## config.mk

```make
export PLATFORM = sky130hd
export DESIGN_NAME = unordered_list_table_unit
export DESIGN_NICKNAME = d
export VERILOG_FILES = /design/src/hw/rtl/ult_pkg.sv /design/src/hw/rtl/unordered_list_table_unit.sv
export SDC_FILE = /design/constraint.sdc
export NUM_CORES = 1
export LEC_CHECK = 0
export BUFFER_PORTS_ARGS = -buffer_cell sky130_fd_sc_hd__buf_2
export CAP_MARGIN = 0
export CORE_MARGIN = 10
export CORE_UTILIZATION = 32
export DETAILED_ROUTE_END_ITERATION = 8
export GPL_ROUTABILITY_DRIVEN = 1
export PLACE_DENSITY = 0.56
export REMOVE_ABC_BUFFERS = 1
export SYNTH_ARGS = -nofsm -noshare
export SYNTH_HDL_FRONTEND = slang
export SYNTH_SLANG_ARGS = --single-unit
```

## constraint.sdc

```tcl
create_clock -name clk_i -period 4.4 [get_ports clk_i]
set_input_delay 0.44 -clock clk_i [delete_from_list [all_inputs] [get_ports clk_i]]
set_output_delay 0.44 -clock clk_i [all_outputs]
set_load 0.01 [all_outputs]
```

## src/hw/rtl/ult_pkg.sv

```systemverilog
// Package: types, codes and the control store of the unordered list table.
package ult_pkg;

  localparam int unsigned RowsDef = 4;
  localparam int unsigned ColsDef = 4;
  localparam int unsigned DataW   = 32;
  localparam int unsigned PosW    = 4;
  localparam int unsigned FillW   = 5;
  localparam int unsigned StepW   = 5;

  typedef enum logic [1:0] {
    OP_INSERT = 2'd0,
    OP_DELETE = 2'd1,
    OP_MODIFY = 2'd2,
    OP_SORT   = 2'd3
  } op_e;

  typedef enum logic [1:0] {
    ST_OK        = 2'd0,
    ST_FULL      = 2'd1,
    ST_EMPTY     = 2'd2,
    ST_NOT_FOUND = 2'd3
  } status_e;

  // branch conditions
  typedef enum logic [2:0] {
    C_FULL  = 3'd0,  // count at capacity
    C_EMPTY = 3'd1,  // count zero
    C_IEND  = 3'd2,  // i >= count
    C_MATCH = 3'd3,  // read word equals key
    C_SHEND = 3'd4,  // i + 1 >= count
    C_J0    = 3'd5,  // j zero
    C_GE    = 3'd6,  // held value not below read word (signed)
    C_MOD   = 3'd7   // operation is modify
  } cond_e;

  typedef enum logic [2:0] {
    JMP_NEXT     = 3'd0,
    JMP_COND     = 3'd1,
    JMP_GOTO     = 3'd2,
    JMP_DISPATCH = 3'd3,
    JMP_FIN      = 3'd4
  } jmp_e;

  typedef enum logic [1:0] {
    RA_I  = 2'd0,
    RA_I1 = 2'd1,
    RA_J1 = 2'd2
  } raddr_e;

  typedef enum logic [1:0] {
    WA_CNT = 2'd0,
    WA_I   = 2'd1,
    WA_J   = 2'd2
  } waddr_e;

  typedef enum logic [1:0] {
    WD_KEY = 2'd0,
    WD_NV  = 2'd1,
    WD_RD  = 2'd2,
    WD_V   = 2'd3
  } wdata_e;

  typedef enum logic [1:0] {
    I_KEEP = 2'd0,
    I_ZERO = 2'd1,
    I_ONE  = 2'd2,
    I_INC  = 2'd3
  } iop_e;

  typedef enum logic [1:0] {
    JJ_KEEP   = 2'd0,
    JJ_FROM_I = 2'd1,
    JJ_DEC    = 2'd2
  } jop_e;

  typedef enum logic [1:0] {
    CNT_KEEP = 2'd0,
    CNT_INC  = 2'd1,
    CNT_DEC  = 2'd2
  } cntop_e;

  typedef enum logic [1:0] {
    PO_KEEP = 2'd0,
    PO_ZERO = 2'd1,
    PO_CNT  = 2'd2,
    PO_I    = 2'd3
  } posop_e;

  typedef logic [StepW-1:0] step_t;

  // program labels
  localparam step_t S_IDLE   = 5'd0;
  localparam step_t S_INS    = 5'd1;
  localparam step_t S_INS_W  = 5'd2;
  localparam step_t S_FULLX  = 5'd3;
  localparam step_t S_SRCH   = 5'd4;
  localparam step_t S_RD     = 5'd5;
  localparam step_t S_CMP    = 5'd6;
  localparam step_t S_INC    = 5'd7;
  localparam step_t S_HIT    = 5'd8;
  localparam step_t S_SHRD   = 5'd9;
  localparam step_t S_SHWR   = 5'd10;
  localparam step_t S_DEC    = 5'd11;
  localparam step_t S_MOD    = 5'd12;
  localparam step_t S_EMPTYX = 5'd13;
  localparam step_t S_NFX    = 5'd14;
  localparam step_t S_SORT   = 5'd15;
  localparam step_t S_SOUT   = 5'd16;
  localparam step_t S_SV     = 5'd17;
  localparam step_t S_SIN    = 5'd18;
  localparam step_t S_SCMP   = 5'd19;
  localparam step_t S_SMOV   = 5'd20;
  localparam step_t S_SPUT   = 5'd21;
  localparam step_t S_FIN    = 5'd22;

  typedef struct packed {
    jmp_e    jmp;
    cond_e   cond;
    step_t   tgt;
    logic    rd_en;
    raddr_e  raddr;
    logic    wr_en;
    waddr_e  waddr;
    wdata_e  wdata;
    iop_e    i_op;
    jop_e    j_op;
    logic    v_ld;
    cntop_e  cnt_op;
    logic    st_we;
    status_e status;
    posop_e  pos_op;
  } ctrl_t;

  localparam ctrl_t CtrlNop = '{
    jmp: JMP_NEXT, cond: C_FULL, tgt: S_IDLE, rd_en: 1'b0, raddr: RA_I,
    wr_en: 1'b0, waddr: WA_I, wdata: WD_KEY, i_op: I_KEEP, j_op: JJ_KEEP,
    v_ld: 1'b0, cnt_op: CNT_KEEP, st_we: 1'b0, status: ST_OK, pos_op: PO_KEEP
  };

  // control store
  function automatic ctrl_t ucode(input step_t pc);
    ctrl_t c;
    c = CtrlNop;
    unique case (pc)
      S_IDLE:   c.jmp = JMP_DISPATCH;
      // insert
      S_INS:    begin c.jmp = JMP_COND; c.cond = C_FULL; c.tgt = S_FULLX; end
      S_INS_W:  begin
        c.jmp = JMP_GOTO; c.tgt = S_FIN;
        c.wr_en = 1'b1; c.waddr = WA_CNT; c.wdata = WD_KEY;
        c.cnt_op = CNT_INC; c.st_we = 1'b1; c.status = ST_OK; c.pos_op = PO_CNT;
      end
      S_FULLX:  begin
        c.jmp = JMP_GOTO; c.tgt = S_FIN;
        c.st_we = 1'b1; c.status = ST_FULL; c.pos_op = PO_ZERO;
      end
      // delete / modify: linear search
      S_SRCH:   begin
        c.jmp = JMP_COND; c.cond = C_EMPTY; c.tgt = S_EMPTYX; c.i_op = I_ZERO;
      end
      S_RD:     begin
        c.jmp = JMP_COND; c.cond = C_IEND; c.tgt = S_NFX;
        c.rd_en = 1'b1; c.raddr = RA_I;
      end
      S_CMP:    begin c.jmp = JMP_COND; c.cond = C_MATCH; c.tgt = S_HIT; end
      S_INC:    begin c.jmp = JMP_GOTO; c.tgt = S_RD; c.i_op = I_INC; end
      S_HIT:    begin
        c.jmp = JMP_COND; c.cond = C_MOD; c.tgt = S_MOD;
        c.st_we = 1'b1; c.status = ST_OK; c.pos_op = PO_I;
      end
      // delete: close the gap
      S_SHRD:   begin
        c.jmp = JMP_COND; c.cond = C_SHEND; c.tgt = S_DEC;
        c.rd_en = 1'b1; c.raddr = RA_I1;
      end
      S_SHWR:   begin
        c.jmp = JMP_GOTO; c.tgt = S_SHRD;
        c.wr_en = 1'b1; c.waddr = WA_I; c.wdata = WD_RD; c.i_op = I_INC;
      end
      S_DEC:    begin c.jmp = JMP_GOTO; c.tgt = S_FIN; c.cnt_op = CNT_DEC; end
      S_MOD:    begin
        c.jmp = JMP_GOTO; c.tgt = S_FIN;
        c.wr_en = 1'b1; c.waddr = WA_I; c.wdata = WD_NV;
      end
      S_EMPTYX: begin
        c.jmp = JMP_GOTO; c.tgt = S_FIN;
        c.st_we = 1'b1; c.status = ST_EMPTY; c.pos_op = PO_ZERO;
      end
      S_NFX:    begin
        c.jmp = JMP_GOTO; c.tgt = S_FIN;
        c.st_we = 1'b1; c.status = ST_NOT_FOUND; c.pos_op = PO_ZERO;
      end
      // sort: insertion sort over the filled entries
      S_SORT:   begin
        c.i_op = I_ONE; c.st_we = 1'b1; c.status = ST_OK; c.pos_op = PO_ZERO;
      end
      S_SOUT:   begin
        c.jmp = JMP_COND; c.cond = C_IEND; c.tgt = S_FIN;
        c.rd_en = 1'b1; c.raddr = RA_I; c.j_op = JJ_FROM_I;
      end
      S_SV:     c.v_ld = 1'b1;
      S_SIN:    begin
        c.jmp = JMP_COND; c.cond = C_J0; c.tgt = S_SPUT;
        c.rd_en = 1'b1; c.raddr = RA_J1;
      end
      S_SCMP:   begin c.jmp = JMP_COND; c.cond = C_GE; c.tgt = S_SPUT; end
      S_SMOV:   begin
        c.jmp = JMP_GOTO; c.tgt = S_SIN;
        c.wr_en = 1'b1; c.waddr = WA_J; c.wdata = WD_RD; c.j_op = JJ_DEC;
      end
      S_SPUT:   begin
        c.jmp = JMP_GOTO; c.tgt = S_SOUT;
        c.wr_en = 1'b1; c.waddr = WA_J; c.wdata = WD_V; c.i_op = I_INC;
      end
      S_FIN:    c.jmp = JMP_FIN;
      default:  begin c.jmp = JMP_GOTO; c.tgt = S_IDLE; end
    endcase
    return c;
  endfunction

endpackage

```

## src/hw/rtl/unordered_list_table_unit.sv

```systemverilog
// Top level: microcoded unordered list table with insert, delete, modify and sort.
// The unit keeps up to ROWS*COLS signed 32-bit entries in an unordered list in a
// single-port-style memory (one read, one write per cycle, registered read) plus
// a fill count. Each input word carries an opcode in tuser (insert, delete,
// modify, sort) and key / new value in tdata; each one yields exactly one output
// word with a status in tuser and position / fill count in tdata. A short
// program in a control ROM steps a small datapath (index i, index j, held value,
// read register, count). One operation is in flight at a time; a finished
// result sits in an output register, so the next word is taken while it waits.
// Insert needs no search; delete and modify scan the list from the head until the
// key matches or the fill count is reached, and a delete then shifts the later
// entries down by one; sort is an insertion sort whose number of element moves
// is quadratic in the fill count in the worst case. The memory has a single
// registered read port, so every compare or move waits for its read data.
// Entries are not cleared at reset; only data read from entries below the fill count is used.
module unordered_list_table_unit
  import ult_pkg::*;
#(
  parameter int unsigned ROWS = RowsDef,
  parameter int unsigned COLS = ColsDef
) (
  input  logic        clk_i,
  input  logic        rst_ni,
  input  logic        s_axis_tvalid,
  output logic        s_axis_tready,
  input  logic [63:0] s_axis_tdata,  // [31:0] key, [63:32] new_value
  input  logic [1:0]  s_axis_tuser,  // [1:0] opcode
  output logic        m_axis_tvalid,
  input  logic        m_axis_tready,
  output logic [15:0] m_axis_tdata,  // [3:0] position, [8:4] fill_count, rest zero
  output logic [1:0]  m_axis_tuser   // [1:0] status
);

  localparam int unsigned Cap = ROWS * COLS;
  localparam int unsigned CW  = $clog2(Cap + 1);
  localparam int unsigned AW  = (Cap > 1) ? $clog2(Cap) : 1;

  // sequencer
  step_t pc_q, pc_d;
  ctrl_t cw;

  // datapath
  logic [CW-1:0]    cnt_q, i_q, j_q;
  logic [CW:0]      i_inc;
  logic [CW-1:0]    j_dec;
  logic [DataW-1:0] key_q, nv_q, v_q, rd_q, wdata;
  op_e              op_q;
  status_e          status_q;
  logic [PosW-1:0]  pos_q;
  logic [AW-1:0]    raddr, waddr;
  logic             cond_val, in_fire, slot_free;

  // result register
  logic             out_valid_q;
  status_e          out_status_q;
  logic [PosW-1:0]  out_pos_q;
  logic [FillW-1:0] out_fill_q;

  // list storage, no reset
  logic [DataW-1:0] mem_q [Cap];

  assign cw        = ucode(pc_q);
  assign in_fire   = s_axis_tvalid && s_axis_tready;
  assign slot_free = !out_valid_q || m_axis_tready;
  assign s_axis_tready = (pc_q == S_IDLE);

  assign i_inc = {1'b0, i_q} + 1'b1;
  assign j_dec = j_q - 1'b1;

  always_comb begin
    case (cw.cond)
      C_FULL:  cond_val = (cnt_q >= CW'(Cap));
      C_EMPTY: cond_val = (cnt_q == '0);
      C_IEND:  cond_val = (i_q >= cnt_q);
      C_MATCH: cond_val = (rd_q == key_q);
      C_SHEND: cond_val = (i_inc >= {1'b0, cnt_q});
      C_J0:    cond_val = (j_q == '0);
      C_GE:    cond_val = !($signed(v_q) < $signed(rd_q));
      C_MOD:   cond_val = (op_q == OP_MODIFY);
      default: cond_val = 1'b0;
    endcase
  end

  // next step
  always_comb begin
    pc_d = pc_q + 1'b1;
    unique case (cw.jmp)
      JMP_NEXT: pc_d = pc_q + 1'b1;
      JMP_COND: if (cond_val) begin
        pc_d = cw.tgt;
      end
      JMP_GOTO: pc_d = cw.tgt;
      JMP_DISPATCH: begin
        if (!in_fire) begin
          pc_d = pc_q;
        end else begin
          case (op_e'(s_axis_tuser))
            OP_INSERT: pc_d = S_INS;
            OP_SORT:   pc_d = S_SORT;
            default:   pc_d = S_SRCH;  // delete and modify share the search
          endcase
        end
      end
      JMP_FIN: pc_d = slot_free ? S_IDLE : pc_q;
      default: pc_d = S_IDLE;
    endcase
  end

  always_comb begin
    case (cw.raddr)
      RA_I1:   raddr = i_inc[AW-1:0];
      RA_J1:   raddr = j_dec[AW-1:0];
      default: raddr = i_q[AW-1:0];
    endcase
    case (cw.waddr)
      WA_CNT:  waddr = cnt_q[AW-1:0];
      WA_J:    waddr = j_q[AW-1:0];
      default: waddr = i_q[AW-1:0];
    endcase
    case (cw.wdata)
      WD_NV:   wdata = nv_q;
      WD_RD:   wdata = rd_q;
      WD_V:    wdata = v_q;
      default: wdata = key_q;
    endcase
  end

  // memory: one write, one registered read per cycle
  always_ff @(posedge clk_i) begin
    if (cw.wr_en) begin
      mem_q[waddr] <= wdata;
    end
    if (cw.rd_en) begin
      rd_q <= mem_q[raddr];
    end
  end

  // payload registers
  always_ff @(posedge clk_i) begin
    if (in_fire) begin
      op_q  <= op_e'(s_axis_tuser);
      key_q <= s_axis_tdata[31:0];
      nv_q  <= s_axis_tdata[63:32];
    end
    if (cw.v_ld) begin
      v_q <= rd_q;
    end
    case (cw.i_op)
      I_ZERO:  i_q <= '0;
      I_ONE:   i_q <= CW'(1);
      I_INC:   i_q <= i_inc[CW-1:0];
      default: i_q <= i_q;
    endcase
    case (cw.j_op)
      JJ_FROM_I: j_q <= i_q;
      JJ_DEC:    j_q <= j_dec;
      default:   j_q <= j_q;
    endcase
    if (cw.st_we) begin
      status_q <= cw.status;
    end
    case (cw.pos_op)
      PO_ZERO: pos_q <= '0;
      PO_CNT:  pos_q <= PosW'(cnt_q);
      PO_I:    pos_q <= PosW'(i_q);
      default: pos_q <= pos_q;
    endcase
  end

  // control state
  always_ff @(posedge clk_i or negedge rst_ni) begin
    if (!rst_ni) begin
      pc_q        <= S_IDLE;
      cnt_q       <= '0;
      out_valid_q <= 1'b0;
    end else begin
      pc_q <= pc_d;
      case (cw.cnt_op)
        CNT_INC: cnt_q <= cnt_q + 1'b1;
        CNT_DEC: cnt_q <= cnt_q - 1'b1;
        default: cnt_q <= cnt_q;
      endcase
      if (cw.jmp == JMP_FIN && slot_free) begin
        out_valid_q <= 1'b1;
      end else if (m_axis_tready) begin
        out_valid_q <= 1'b0;
      end
    end
  end

  // result payload, loaded as the program finishes
  always_ff @(posedge clk_i) begin
    if (cw.jmp == JMP_FIN && slot_free) begin
      out_status_q <= status_q;
      out_pos_q    <= pos_q;
      out_fill_q   <= FillW'(cnt_q);
    end
  end

  assign m_axis_tvalid = out_valid_q;
  assign m_axis_tuser  = out_status_q;
  assign m_axis_tdata  = {7'd0, out_fill_q, out_pos_q};

endmodule
```

# Word-level counts from Yosys, hierarchy flattened
# Memory sizes are Yosys's and may differ from the RTL's. A register that Yosys moved wholly into a read port is not among the register bits.
# Cells that the tools add are included.
word_totals:
  reg_bits: 136
  mem_bits_rw: 512
  input_bits: 70
  elab_cells: 129
  memories: 1
op_classes:
  add_sub_neg: 5
  magnitude_cmp: 4
  eq_ne: 54
  mux: 27
  n_reduce_logical: 24
memory_table:
  columns: ["memory", "depth", "width", "rd", "rd_ports_with_merged_regs", "wr", "line_no", "source"]
  rows:
  - ["mem_q", 16, 32, 1, 1, 1, "unordered_list_table_unit.sv:60", "logic [DataW-1:0] mem_q [Cap];"]
ops:
  columns: ["cell", "count"]
  rows:
  - ["$pmux W32 S3", 1]
  - ["$pmux W5 S12", 1]
  - ["$pmux W5 S5", 2]
  - ["$eq A5 B4 Y1 const B", 8]
  - ["$eq A5 B5 Y1 const B", 7]
  - ["$eq A32 B32 Y1", 1]
  - ["$lt A32 B32 Y1", 1]
  - ["$pmux W5 S6", 1]
  - ["$eq A2 B2 Y1 const B", 12]
  - ["$pmux W4 S2", 3]
  - ["$pmux W3 S7", 1]
  - ["$eq A5 B3 Y1 const B", 4]
  - ["$pmux W5 S2", 2]
  - ["$eq A3 B3 Y1 const B", 5]
  - ["$logic_not A5 Y1", 3]
  - ["$mux W5", 3]
  - ["$pmux W5 S3", 1]
  - ["$eq A2 B1 Y1 const B", 6]
  - ["$eq A3 B2 Y1 const B", 4]
  - ["$pmux W3 S4", 1]
  - ["$pmux W4 S3", 1]
  - ["$add A5 B1 Y5 const B", 2]
  - ["$eq A5 B2 Y1 const B", 2]
  - ["$sub A5 B1 Y5 const B", 2]
  - ["other kinds (24)", 40]

# Longest topological paths before layout
# Gate-level depths: netlist of the first run.
logic_depth:
  word_depth: 7
  mapped_depth: 14

# Least setup slack after synthesis of the first run
# No wires, ideal clock.
synth_timing:
  path_type: "register -> register"
  startpoint: "register pc_q[3]"
  endpoint: "register rd_q[0], read port of mem_q (enable)"
  setup_time_ns: 0.470
  t_arrival_ns: 3.510
  required_time_ns: 3.930
  setup_slack_ns: 0.420
  path_stages_with_launch: 6
  n_path_buf: 4
  period_less_slack_ns: 3.980
  path_cell_list: "dfrtp_1 > buf_2 > buf_2 > buf_1 > buf_2 > o31ai_1"
synth_lines:
  columns: ["element", "line_no", "source"]
  rows:
  - ["start, declared", "unordered_list_table_unit.sv:39", "step_t pc_q, pc_d;"]
  - ["start signal, assigned", "unordered_list_table_unit.sv:177", "pc_q <= pc_d;"]
  - ["end, declared", "unordered_list_table_unit.sv:46", "logic [DataW-1:0] key_q, nv_q, v_q, rd_q, wdata;"]

# Worst setup path after layout of the first run
layout_timing:
  startpoint: "register pc_q[2]"
  endpoint: "memory mem_q[13][22] (data pin)"
layout_via:
  elab_chain_cells: 4
  elab_cells_between_ends: 10
  cone_classes: "8 x eq/ne; 2 x mux"
layout_lines:
  columns: ["element", "line_no", "source"]
  rows:
  - ["$eq A5 B5 Y1 (tied with other cells)", "ult_pkg.sv:145", "unique case (pc)"]
  - ["$pmux W5 S5 (*)", "ult_pkg.sv:145", null]
  - ["$eq A2 B2 Y1 or $eq A2 B1 Y1 (tied branches)", "unordered_list_table_unit.sv:120", "case (cw.wdata)"]
  - ["$pmux W32 S3 (*)", "unordered_list_table_unit.sv:120", null]
  - ["named net wdata[22]", "unordered_list_table_unit.sv:46", null]
  - ["end, declared", "unordered_list_table_unit.sv:60", null]
# The timed path passes the listed nets; every way through them passes the cells marked *.

==> run_results.csv, run 1 <==
group,metric,value,unit
routing,firstDrtPassIters,7,
cts,htree_levels,3,
logic_synthesis,syn-cell-area,29100,sq um
routing,drt_iter0_markers,1736,
global_route,antenna_found_initial,1,
logic_synthesis,synth_cells,2164,
final_layout,multiInputGateArea,8080,sq um
timing,slew_headroom,7.68,%
global_route,grt_start_max_net_pins,121,
logic_synthesis,synth_top_family_by_area,"compound AO/OA/AOI/OAI gates",
cts,cts_num_sinks,680,
logic_synthesis,syn_avg_cell_area,13.5,sq um
floorplan,std_cell_rows,110,
final_layout,final_common_cell,"edfxtp_1",
logic_synthesis,ys_async_sr_fraction,1.62,%
floorplan,die_w,322,um
routing,ant_nets,0,
worst_setup_path,r2r-start,"pc_q[2]",
floorplan,fp.coreArea,90100,sq um
routing,vias_per_cell,5.25,
timing,hold_violations,0,
power,p_leak,11.4,nW
logic_synthesis,synthSimpleGateAreaFrac,9.96,%
logic_synthesis,ys.flop_type,"edfxtp_1",
cts,postCtsSetupBuffers,0,
cts,hold_buffers,64,
global_route,grt_pass1_wl,117,mm
timing,worst_slew_pin_slew,1.38,ns
logic_synthesis,synth_top_area_share,69.0,%
logic_synthesis,yosys.cell_types.count,69,
timing,finalCritPeriodShare,90.6,%
floorplan,die_area,103000,sq um
worst_setup_path,crit_end,"mem_q[13][22]",
cts,cts_resized,0,
logic_synthesis,synth_largest_area_cell,"edfxtp_1",
timing,min_period,3.99,ns
floorplan,start_util,32.3,%
cts,tritoncts,"done",
worst_setup_path,rrSetupSlack,0.41,ns
final_layout,antenna_cells,0,
cts,insertion_delay,0.64,ns
outcome,outcome,"complete, no violations",
cts,cts-buffers-inserted,72,
logic_synthesis,yosysSeqAreaShare,70.0,%
worst_setup_path,cp.arrival,4.22,ns
logic_synthesis,synth_xor_area_share,1.38,%
routing,finalWirelength,77.9,mm
final_layout,drive_gt1_share,12.7,%
timing,rsz0062_at_grt,"false",
timing,holdWs,0.0239,ns
power,ir_drop,0.390,mV
logic_synthesis,yosys_warnings,0,
logic_synthesis,ys_ff_latch,680,
logic_synthesis,synth_area_leaders,"edfxtp_1 (69%), a211oi_1 (4.2%), nand2_1 (4.1%)",
power,power_density,690,nW/um^2
timing,finClkSkew,0.0331,ns
timing,fin_ws,0.413,ns
floorplan,pin_count,90,
routing,vias,18643,
job,cap_violations,0,
worst_hold_path,hp-class,"input port to flop",
routing,wire_per_inst,21.9,um
final_layout,final_nets,2449,
logic_synthesis,synth_edf_count,669,
routing,drc,0,
placement,dp_hpwl,46.0,mm
worst_setup_path,cp-end-kind,"flop",
worst_setup_path,startpoint,"pc_q[2]",
cts,cts_buffer_depth,3,
cts,clockRootBuffer,"clkbuf_16",
worst_setup_path,worstPathMaxFanout,35,
timing,timing.final.max_slew_violations,0,
final_layout,final_cell_mix,"edfxtp_1 (669), nand2_1 (320), a211oi_1 (162), a21oi_1 (108), a31oi_1 (93)",
logic_synthesis,synthMuxAreaShare,0.245,%
placement,io_buffers,82,
placement,pre_cts_ws,0.599,ns
logic_synthesis,synth-adder-area-share,2.43,%
placement,gp_congestion,0.876,
worst_setup_path,r2r_cells,5,
floorplan,chipHeight,322,um
worst_setup_path,criticalPathCategory,"flop to flop",
timing,setup_viol,0,
global_route,track_usage,14.9,%
global_route,overflow,0,
final_layout,register_area,20400,sq um
cts,clk_pin_slew,0.06,ns
logic_synthesis,synth_compound_area_share,12.9,%
global_route,grt_pass1_vias,18317,
timing,tns,0,ns
worst_setup_path,r2r_end,"mem_q[13][22]",
final_layout,area_growth,17.4,%
worst_setup_path,required,4.64,ns
timing,fmax,251,MHz
final_layout,fillers,8388,
worst_setup_path,startpoint_type,"flop",
logic make-up after synthesis:
kind of cell / count (synthesis)
flops: 680
simple gates: 629
compound gates: 541
buf+inv: 204
fa+ha+maj: 56
xor+xnor: 46
mux: 7
other cells: 1
layer usage:
layer / GRT usage [%] / up-vias / share of wire, %
li1: - / 8553 / -
met1: 20.7 / 9324 / 45
met2: 22.7 / 634 / 45
met3: 3.84 / 130 / 7.9
met4: 4.15 / 2 / 2.3
met5: 0 / - / 0.017
power breakdown:
group / total [W] / internal, W / switching, W
registers: 0.00944 / 0.00881 / 0.000633
logic: 0.00840 / 0.00268 / 0.00572
clock network: 0.00575 / 0.00322 / 0.00254
cell type report:
cell class / instances / area share (%)
multi-input combinational: 1286 / 23.6
clock inverter: 38 / 0.967
timing repair buffer: 223 / 5.28
inverter: 60 / 0.659
sequential: 680 / 59.6
tap: 1176 / 4.31
clock buffer: 90 / 5.56
critical path, cell delays in order (launching register included):
cell      delay [ns]
dfrtp_1         1.04
nand2b_1        0.41
nor2_4          0.66
buf_4           0.29
a22oi_1         0.08
a31oi_1         1.09
through the flow:
stage          util, %  instance area (sq um)  std cells  power (W)
2_1_floorplan        -                  28500       2026     0.0144
3_3_place_gp      34.7                  31300       3361     0.0177
3_5_place_dp      34.7                  31300       3361     0.0179
4_1_cts           37.9                  34200       3553     0.0237
5_1_grt           37.9                  34200       3553     0.0250
6_report          37.9                  34200       3553     0.0236
flip-flops by register name, indices dropped and copies added (netlist names), 32 cells and up:
signal  cells
v_q        32
nv_q       32
mem_q     512
key_q      32
rd_q       32
cells in the mapped netlist, drive strengths merged (4+ instances only):
| cell | instances |
|---|---|
| xnor2 | 7 |
| a31oi | 93 |
| inv | 60 |
| clkbuf | 88 |
| mux2i | 6 |
| xor2 | 39 |
| a222oi | 9 |
| and2 | 130 |
| o311ai | 4 |
| nand3 | 14 |
| a211oi | 162 |
| a22oi | 30 |
| nor3 | 6 |
| nand2b | 9 |
| ha | 55 |
| nor4 | 10 |
| edfxtp | 669 |
| a21o | 7 |
| o22ai | 4 |
| nor2 | 105 |
| a21oi | 109 |
| or2 | 4 |
| nor2b | 7 |
| nand2 | 320 |
| a311oi | 65 |
| dfrtp | 11 |
| nand4 | 8 |
| o21ai | 30 |
| buf | 56 |
worst min path at each step:
stage                          start        to  slack, ns  depth (start not counted)
floorplan                     rst_ni  cnt_q[0]       0.14                          0
global placement              rst_ni  cnt_q[0]       0.34                          1
detailed placement            rst_ni  cnt_q[1]       0.35                          1
CTS                 s_axis_tdata[63]  nv_q[31]      0.002                          1
global route        s_axis_tdata[63]  nv_q[31]      0.004                          1
finish              s_axis_tdata[63]  nv_q[31]       0.02                          1
Note: power is estimated with default switching activity, not from simulation.
==> run 2, diff against run 1 <==
Settings changed: CORE_UTILIZATION 32 to 55, PLACE_DENSITY 0.56 to 0.8.
Clock period 4.4 ns to 5.2 ns, I/O delays scaled along.
==> run 2 against run 1 <==
Against the previous run:
- total power fell by 16%
- first-iteration DRC count rose by 34%
- fmax fell by 2.3%
- hold slack improved by 0.053 ns
- combinational power fell by 18%
- count of clock-buffer cells in the layout fell by 12
- cell count fell by 16%
==> run_results.csv, run 2 (synthesis gave the netlist of run 1 again) <==
group,metric,value,unit
outcome,outcome,"complete, no violations",
floorplan,fp.coreArea,52400,sq um
worst_setup_path,crit_slowest_cell,"nor2_4",
global_route,grt_pass1_vias,18638,
global_route,antenna_found_initial,1,
worst_setup_path,criticalPathCategory,"flop to flop",
routing,ant_nets,0,
placement,io_buffers,82,
worst_setup_path,path_delay_family,"simple AND/OR/NAND/NOR gates",
final_layout,final_cell_mix,"edfxtp_1 (669), nand2_1 (320), a211oi_1 (162), a21oi_1 (108), a31oi_1 (93)",
cts,tritoncts,"done",
routing,vias,19022,
timing,worst_slew_pin_slew,1.36,ns
cts,cts-buffers-inserted,69,
cts,postCtsSetupBuffers,0,
routing,wire_per_inst,24.7,um
worst_setup_path,path_buf_inv,2,
timing,fmax,245,MHz
global_route,grt_start_max_net_pins,195,
routing,firstDrtPassIters,7,
timing,holdWs,0.0771,ns
global_route,track_usage,22.9,%
timing,timing.final.max_slew_violations,0,
worst_setup_path,critical_path.cell_chain,"inv_1 > ha_1 > nor2b_1 > nand3_1 > nand2_1 > mux2i_1 > a21oi_1 > nand3_1 > nor2_4 > buf_4",
floorplan,start_util,55.5,%
worst_hold_path,hp-class,"input port to flop",
cts,cts_buffer_depth,3,
final_layout,drive_gt1_share,12.0,%
placement,gp_congestion,0.901,
cts,cts_num_sinks,680,
power,power_density,606,nW/um^2
worst_setup_path,cp-end-kind,"flop",
cts,clk_pin_slew,0.07,ns
placement,dp_hpwl,41.4,mm
timing,finClkSkew,0.0242,ns
power,ir_drop,0.539,mV
final_layout,largest_reg_flops,512,
routing,drt_iter0_markers,2334,
cts,htree_levels,3,
floorplan,pin_count,90,
final_layout,fillers,3685,
timing,hold_violations,0,
worst_setup_path,worstPathMaxFanout,19,
final_layout,final_common_cell,"edfxtp_1",
routing,finalWirelength,73.5,mm
job,cap_violations,0,
routing,drc,0,
power,p_leak,11.0,nW
floorplan,die_w,250,um
floorplan,die_area,62500,sq um
placement,place_area,30400,sq um
final_layout,area_growth,12.4,%
routing,wl_met3,8.39,mm
final_layout,top_register,"mem_q",
routing,drt-met1-wl,28.1,mm
final_layout,final_nets,2357,
global_route,grt_pass1_wl,112,mm
worst_setup_path,crit_path_max_incr_delay,0.82,ns
routing,route.top_layer_used,"met5",
timing,tns,0,ns
timing,rsz0062_at_grt,"false",
final_layout,antenna_cells,0,
timing,finalCritPeriodShare,78.5,%
worst_setup_path,cp.arrival,4.38,ns
worst_setup_path,required,5.50,ns
worst_setup_path,startpoint_type,"flop",
floorplan,chipHeight,250,um
timing,setup_viol,0,
worst_setup_path,cp_common_cell,"nand3_1",
cts,clockRootBuffer,"clkbuf_16",
final_layout,design_area,32700,sq um
routing,vias_per_cell,6.40,
global_route,overflow,0,
timing,slew_headroom,8.70,%
routing,met2WireLength,34.6,mm
floorplan,std_cell_rows,84,
cts,insertion_delay,0.62,ns
timing,min_period,4.08,ns
-- run 2: cell count changes in the layout (fill, tap and decap cells not counted), sizes merged --
cell	delta
buf	-26
bufinv	+5
clkbuf	-12
clkinv	+3
clkinvlp	-1
dlygate4sd3	-63
inv	+1
-- run 2: worst paths after layout --
kind	startpoint	endpoint	slack, ns	depth (start not counted)
max	pc_q[0]	mem_q[14][23]	1.12	10
max in group asynchronous	rst_ni	cnt_q[1]	4.64	2
min reg2reg	pos_q[3]	out_pos_q[3]	0.42	0
min	s_axis_tdata[25]	key_q[25]	0.08	1
max reg2reg	pc_q[0]	mem_q[14][23]	1.12	10
min in group asynchronous	rst_ni	pc_q[3]	0.33	2
-- run 2: per-layer routing --
layer	up-vias	GRT usage, %
met3	174	5.86
met4	2	8.00
met2	1170	36.4
met5	-	0
li1	8360	-
met1	9316	30.1
-- run 2: what timing repair did --
item / 4_1_cts / 5_1_grt
hold buffers: 1 / 0
hold endpoints to repair: 11 / 0
resized for setup: 0 / 0
setup endpoints to repair: 0 / 0
-- run 2: where the power goes --
part / total (W) / switching, W / internal, W
clock network: 0.00497 / 0.00211 / 0.00287
registers: 0.00799 / 0.000528 / 0.00746
logic: 0.00688 / 0.00478 / 0.00209
-- run 2: worst register-to-register path, stage by stage (launching register included) --
cell     delay, ns
dfrtp_1       0.44
inv_1         0.13
ha_1          0.39
nor2b_1       0.30
nand3_1       0.22
nand2_1       0.34
mux2i_1       0.12
a21oi_1       0.30
nand3_1       0.38
nor2_4        0.82
buf_4         0.33
-- run 2: stage by stage --
| stage | utilization (%) | total power [W] | setup slack, ns | std cells |
|---|---|---|---|---|
| detailed placement | 58.0 | 0.0147 | 1.21 | 2847 |
| floorplan | - | 0.0124 | -6.46 | 2026 |
| global route | 62.4 | 0.0208 | 0.930 | 2972 |
| CTS | 62.4 | 0.0198 | 1.17 | 2972 |
| global placement | 58.0 | 0.0145 | 1.40 | 2847 |
| finish | 62.4 | 0.0198 | 1.12 | 2972 |
-- run 2: cell type report --
type / count / area [sq um] / area share (%)
sequential: 680 / 20400 / 62.2
timing repair buffer: 134 / 928 / 2.84
multi-input combinational: 1286 / 8070 / 24.7
clock inverter: 46 / 477 / 1.46
inverter: 60 / 225 / 0.688
tap: 688 / 861 / 2.63
clock buffer: 78 / 1800 / 5.51
==> run 3, diff against run 2 <==
Settings changed: PLACE_DENSITY 0.8 to 0.83.
Clock period 5.2 ns to 3.6 ns, I/O delays scaled along.
==> run 3 against run 2 <==
Against the previous run:
- flip-flop and latch count unchanged
- cell count grew 4.6%
- critical path type unchanged
- clock skew grew 0.0079 ns
- highest routed layer is now met4
==> run_results.csv, run 3 (synthesis gave the netlist of run 1 again) <==
group,metric,value,unit
worst_setup_path,startpoint_type,"flop",
cts,tritoncts,"done",
routing,drc,0,
worst_setup_path,cp-end-kind,"flop",
placement,pre_cts_ws,0.133,ns
power,pwr-share-clk,23.9,%
power,swShare,37.8,%
timing,fmax,290,MHz
placement,dp_hpwl,47.0,mm
routing,vias_per_cell,6.50,
final_layout,antenna_cells,0,
final_layout,final_nets,2495,
floorplan,pin_count,90,
power,finalPower,0.0298,W
timing,finalCritPeriodShare,95.8,%
routing,finalWirelength,78.5,mm
final_layout,design_area,34300,sq um
power,power.switching,0.0113,W
routing,wire_per_inst,25.3,um
job,cap_violations,0,
floorplan,start_util,55.5,%
worst_setup_path,r2r_cells,12,
cts,cts_num_sinks,680,
floorplan,die_area,62500,sq um
final_layout,fillers,3334,
timing,finClkSkew,0.0321,ns
final_layout,final_common_cell,"edfxtp_1",
cts,cts-buffers-inserted,69,
routing,drt_iter0_markers,2684,
timing,worst_slew_pin_slew,1.34,ns
cts,clockRootBuffer,"clkbuf_16",
timing,min_period,3.45,ns
global_route,grt_start_max_net_pins,83,
timing,holdWs,0.0758,ns
power,power_frac_seq,38.7,%
floorplan,std_cell_rows,84,
cts,clk_pin_slew,0.06,ns
cts,cts_buffer_depth,3,
floorplan,fp.coreArea,52400,sq um
floorplan,chipHeight,250,um
global_route,overflow,0,
power,ir_drop,0.558,mV
timing,slew_headroom,10.4,%
worst_setup_path,cp.arrival,3.93,ns
placement,gp_congestion,0.913,
final_layout,drive_gt1_share,14.3,%
worst_setup_path,required,4.08,ns
worst_setup_path,r2r-start,"rd_q[30]",
worst_setup_path,rrSetupSlack,0.15,ns
power,comb_power_share,37.4,%
floorplan,die_w,250,um
placement,io_buffers,82,
power,p_int,0.0185,W
cts,insertion_delay,0.63,ns
global_route,track_usage,24.4,%
final_layout,area_growth,17.9,%
timing,fin_ws,0.152,ns
power,power_density,869,nW/um^2
timing,hold_violations,0,
routing,vias,20195,
final_layout,largest_reg_flops,512,
worst_setup_path,r2r_end,"pc_q[0]",
routing,firstDrtPassIters,6,
worst_setup_path,startpoint,"rd_q[30]",
worst_setup_path,criticalPathCategory,"flop to flop",
worst_hold_path,hp-class,"input port to flop",
timing,setup_viol,0,
placement,place_area,31400,sq um
cts,htree_levels,3,
timing,timing.final.max_slew_violations,0,
outcome,outcome,"complete, no violations",
global_route,grt_pass1_wl,119,mm
final_layout,top_register,"mem_q",
timing,rsz0062_at_grt,"false",
worst_setup_path,worstPathMaxFanout,6,
worst_setup_path,crit_end,"pc_q[0]",
final_layout,final_cell_mix,"edfxtp_1 (669), nand2_1 (320), a211oi_1 (162), a21oi_1 (108), a31oi_1 (92)",
routing,ant_nets,0,
power,p_leak,11.7,nW
global_route,grt_pass1_vias,19881,
global_route,antenna_found_initial,0,
-- run 3: changes by cell type in the layout (fill, tap and decap cells not counted), sizes merged --
cell and change:
dlygate4sd3 +66, bufinv -1, inv +1, clkinvlp -3, buf +72, clkbuf +6
clkinv -5
-- run 3: worst min path at each step --
stage | end | startpoint | depth (start not counted)
finish | m_axis_tvalid | m_axis_tready | 3
global route | m_axis_tvalid | m_axis_tready | 3
detailed placement | cnt_q[3] | rst_ni | 1
floorplan | cnt_q[0] | rst_ni | 0
global placement | cnt_q[2] | rst_ni | 1
CTS | m_axis_tvalid | m_axis_tready | 3
-- run 3: metrics by stage --
stage	util [%]	setup TNS, ns	std cells
floorplan	-	-1758.16	2026
global placement	59.9	0	2919
detailed placement	59.9	0	2919
CTS	65.4	0	3108
global route	65.4	0	3108
finish	65.4	0	3108
-- run 3: power by group through the flow --
stage / combinational, W / clock (W) / sequential, W
after floorplan: 0.00598 / 0 / 0.0113
after global placement: 0.0102 / 0 / 0.0116
after detailed placement: 0.0106 / 0 / 0.0116
after CTS: 0.0109 / 0.00714 / 0.0115
after global routing: 0.0120 / 0.00746 / 0.0116
final: 0.0112 / 0.00712 / 0.0115
-- run 3: repair_timing --
item	4_1_cts	5_1_grt
hold buffers	67	0
buffers inserted	0	0
setup endpoints to repair	0	174
gates resized for setup	0	4
endpoints found under the hold margin	77	0
-- run 3: area by class of cell --
cell class,count,area [sq um],share of cell area (%)
Sequential cell,680,20400,59.3
Multi-Input combinational cell,1286,8090,23.6
Timing Repair Buffer,272,2540,7.41
Clock buffer,84,1830,5.32
Tap cell,688,861,2.51
Clock inverter,38,409,1.19
Inverter,60,225,0.656
-- run 3: worst max-delay path, cell delays in order, from the launching register on --
cell and delay, ns:
edfxtp_1 0.58, inv_1 0.11, ha_1 0.30, nand4_1 0.21, nor4_2 0.51, nand2_1 0.23, a21oi_1 0.17, buf_4 0.17
nor2_1 0.09, mux2i_1 0.16, buf_4 0.18, or2_4 0.28, o311ai_1 0.30
-- run 3: layer usage --
layer	track usage [%]	routed length [um]
met3	6.25	9700
met4	9.85	2940
met2	39.0	37000
met1	31.5	28800
met5	0	0
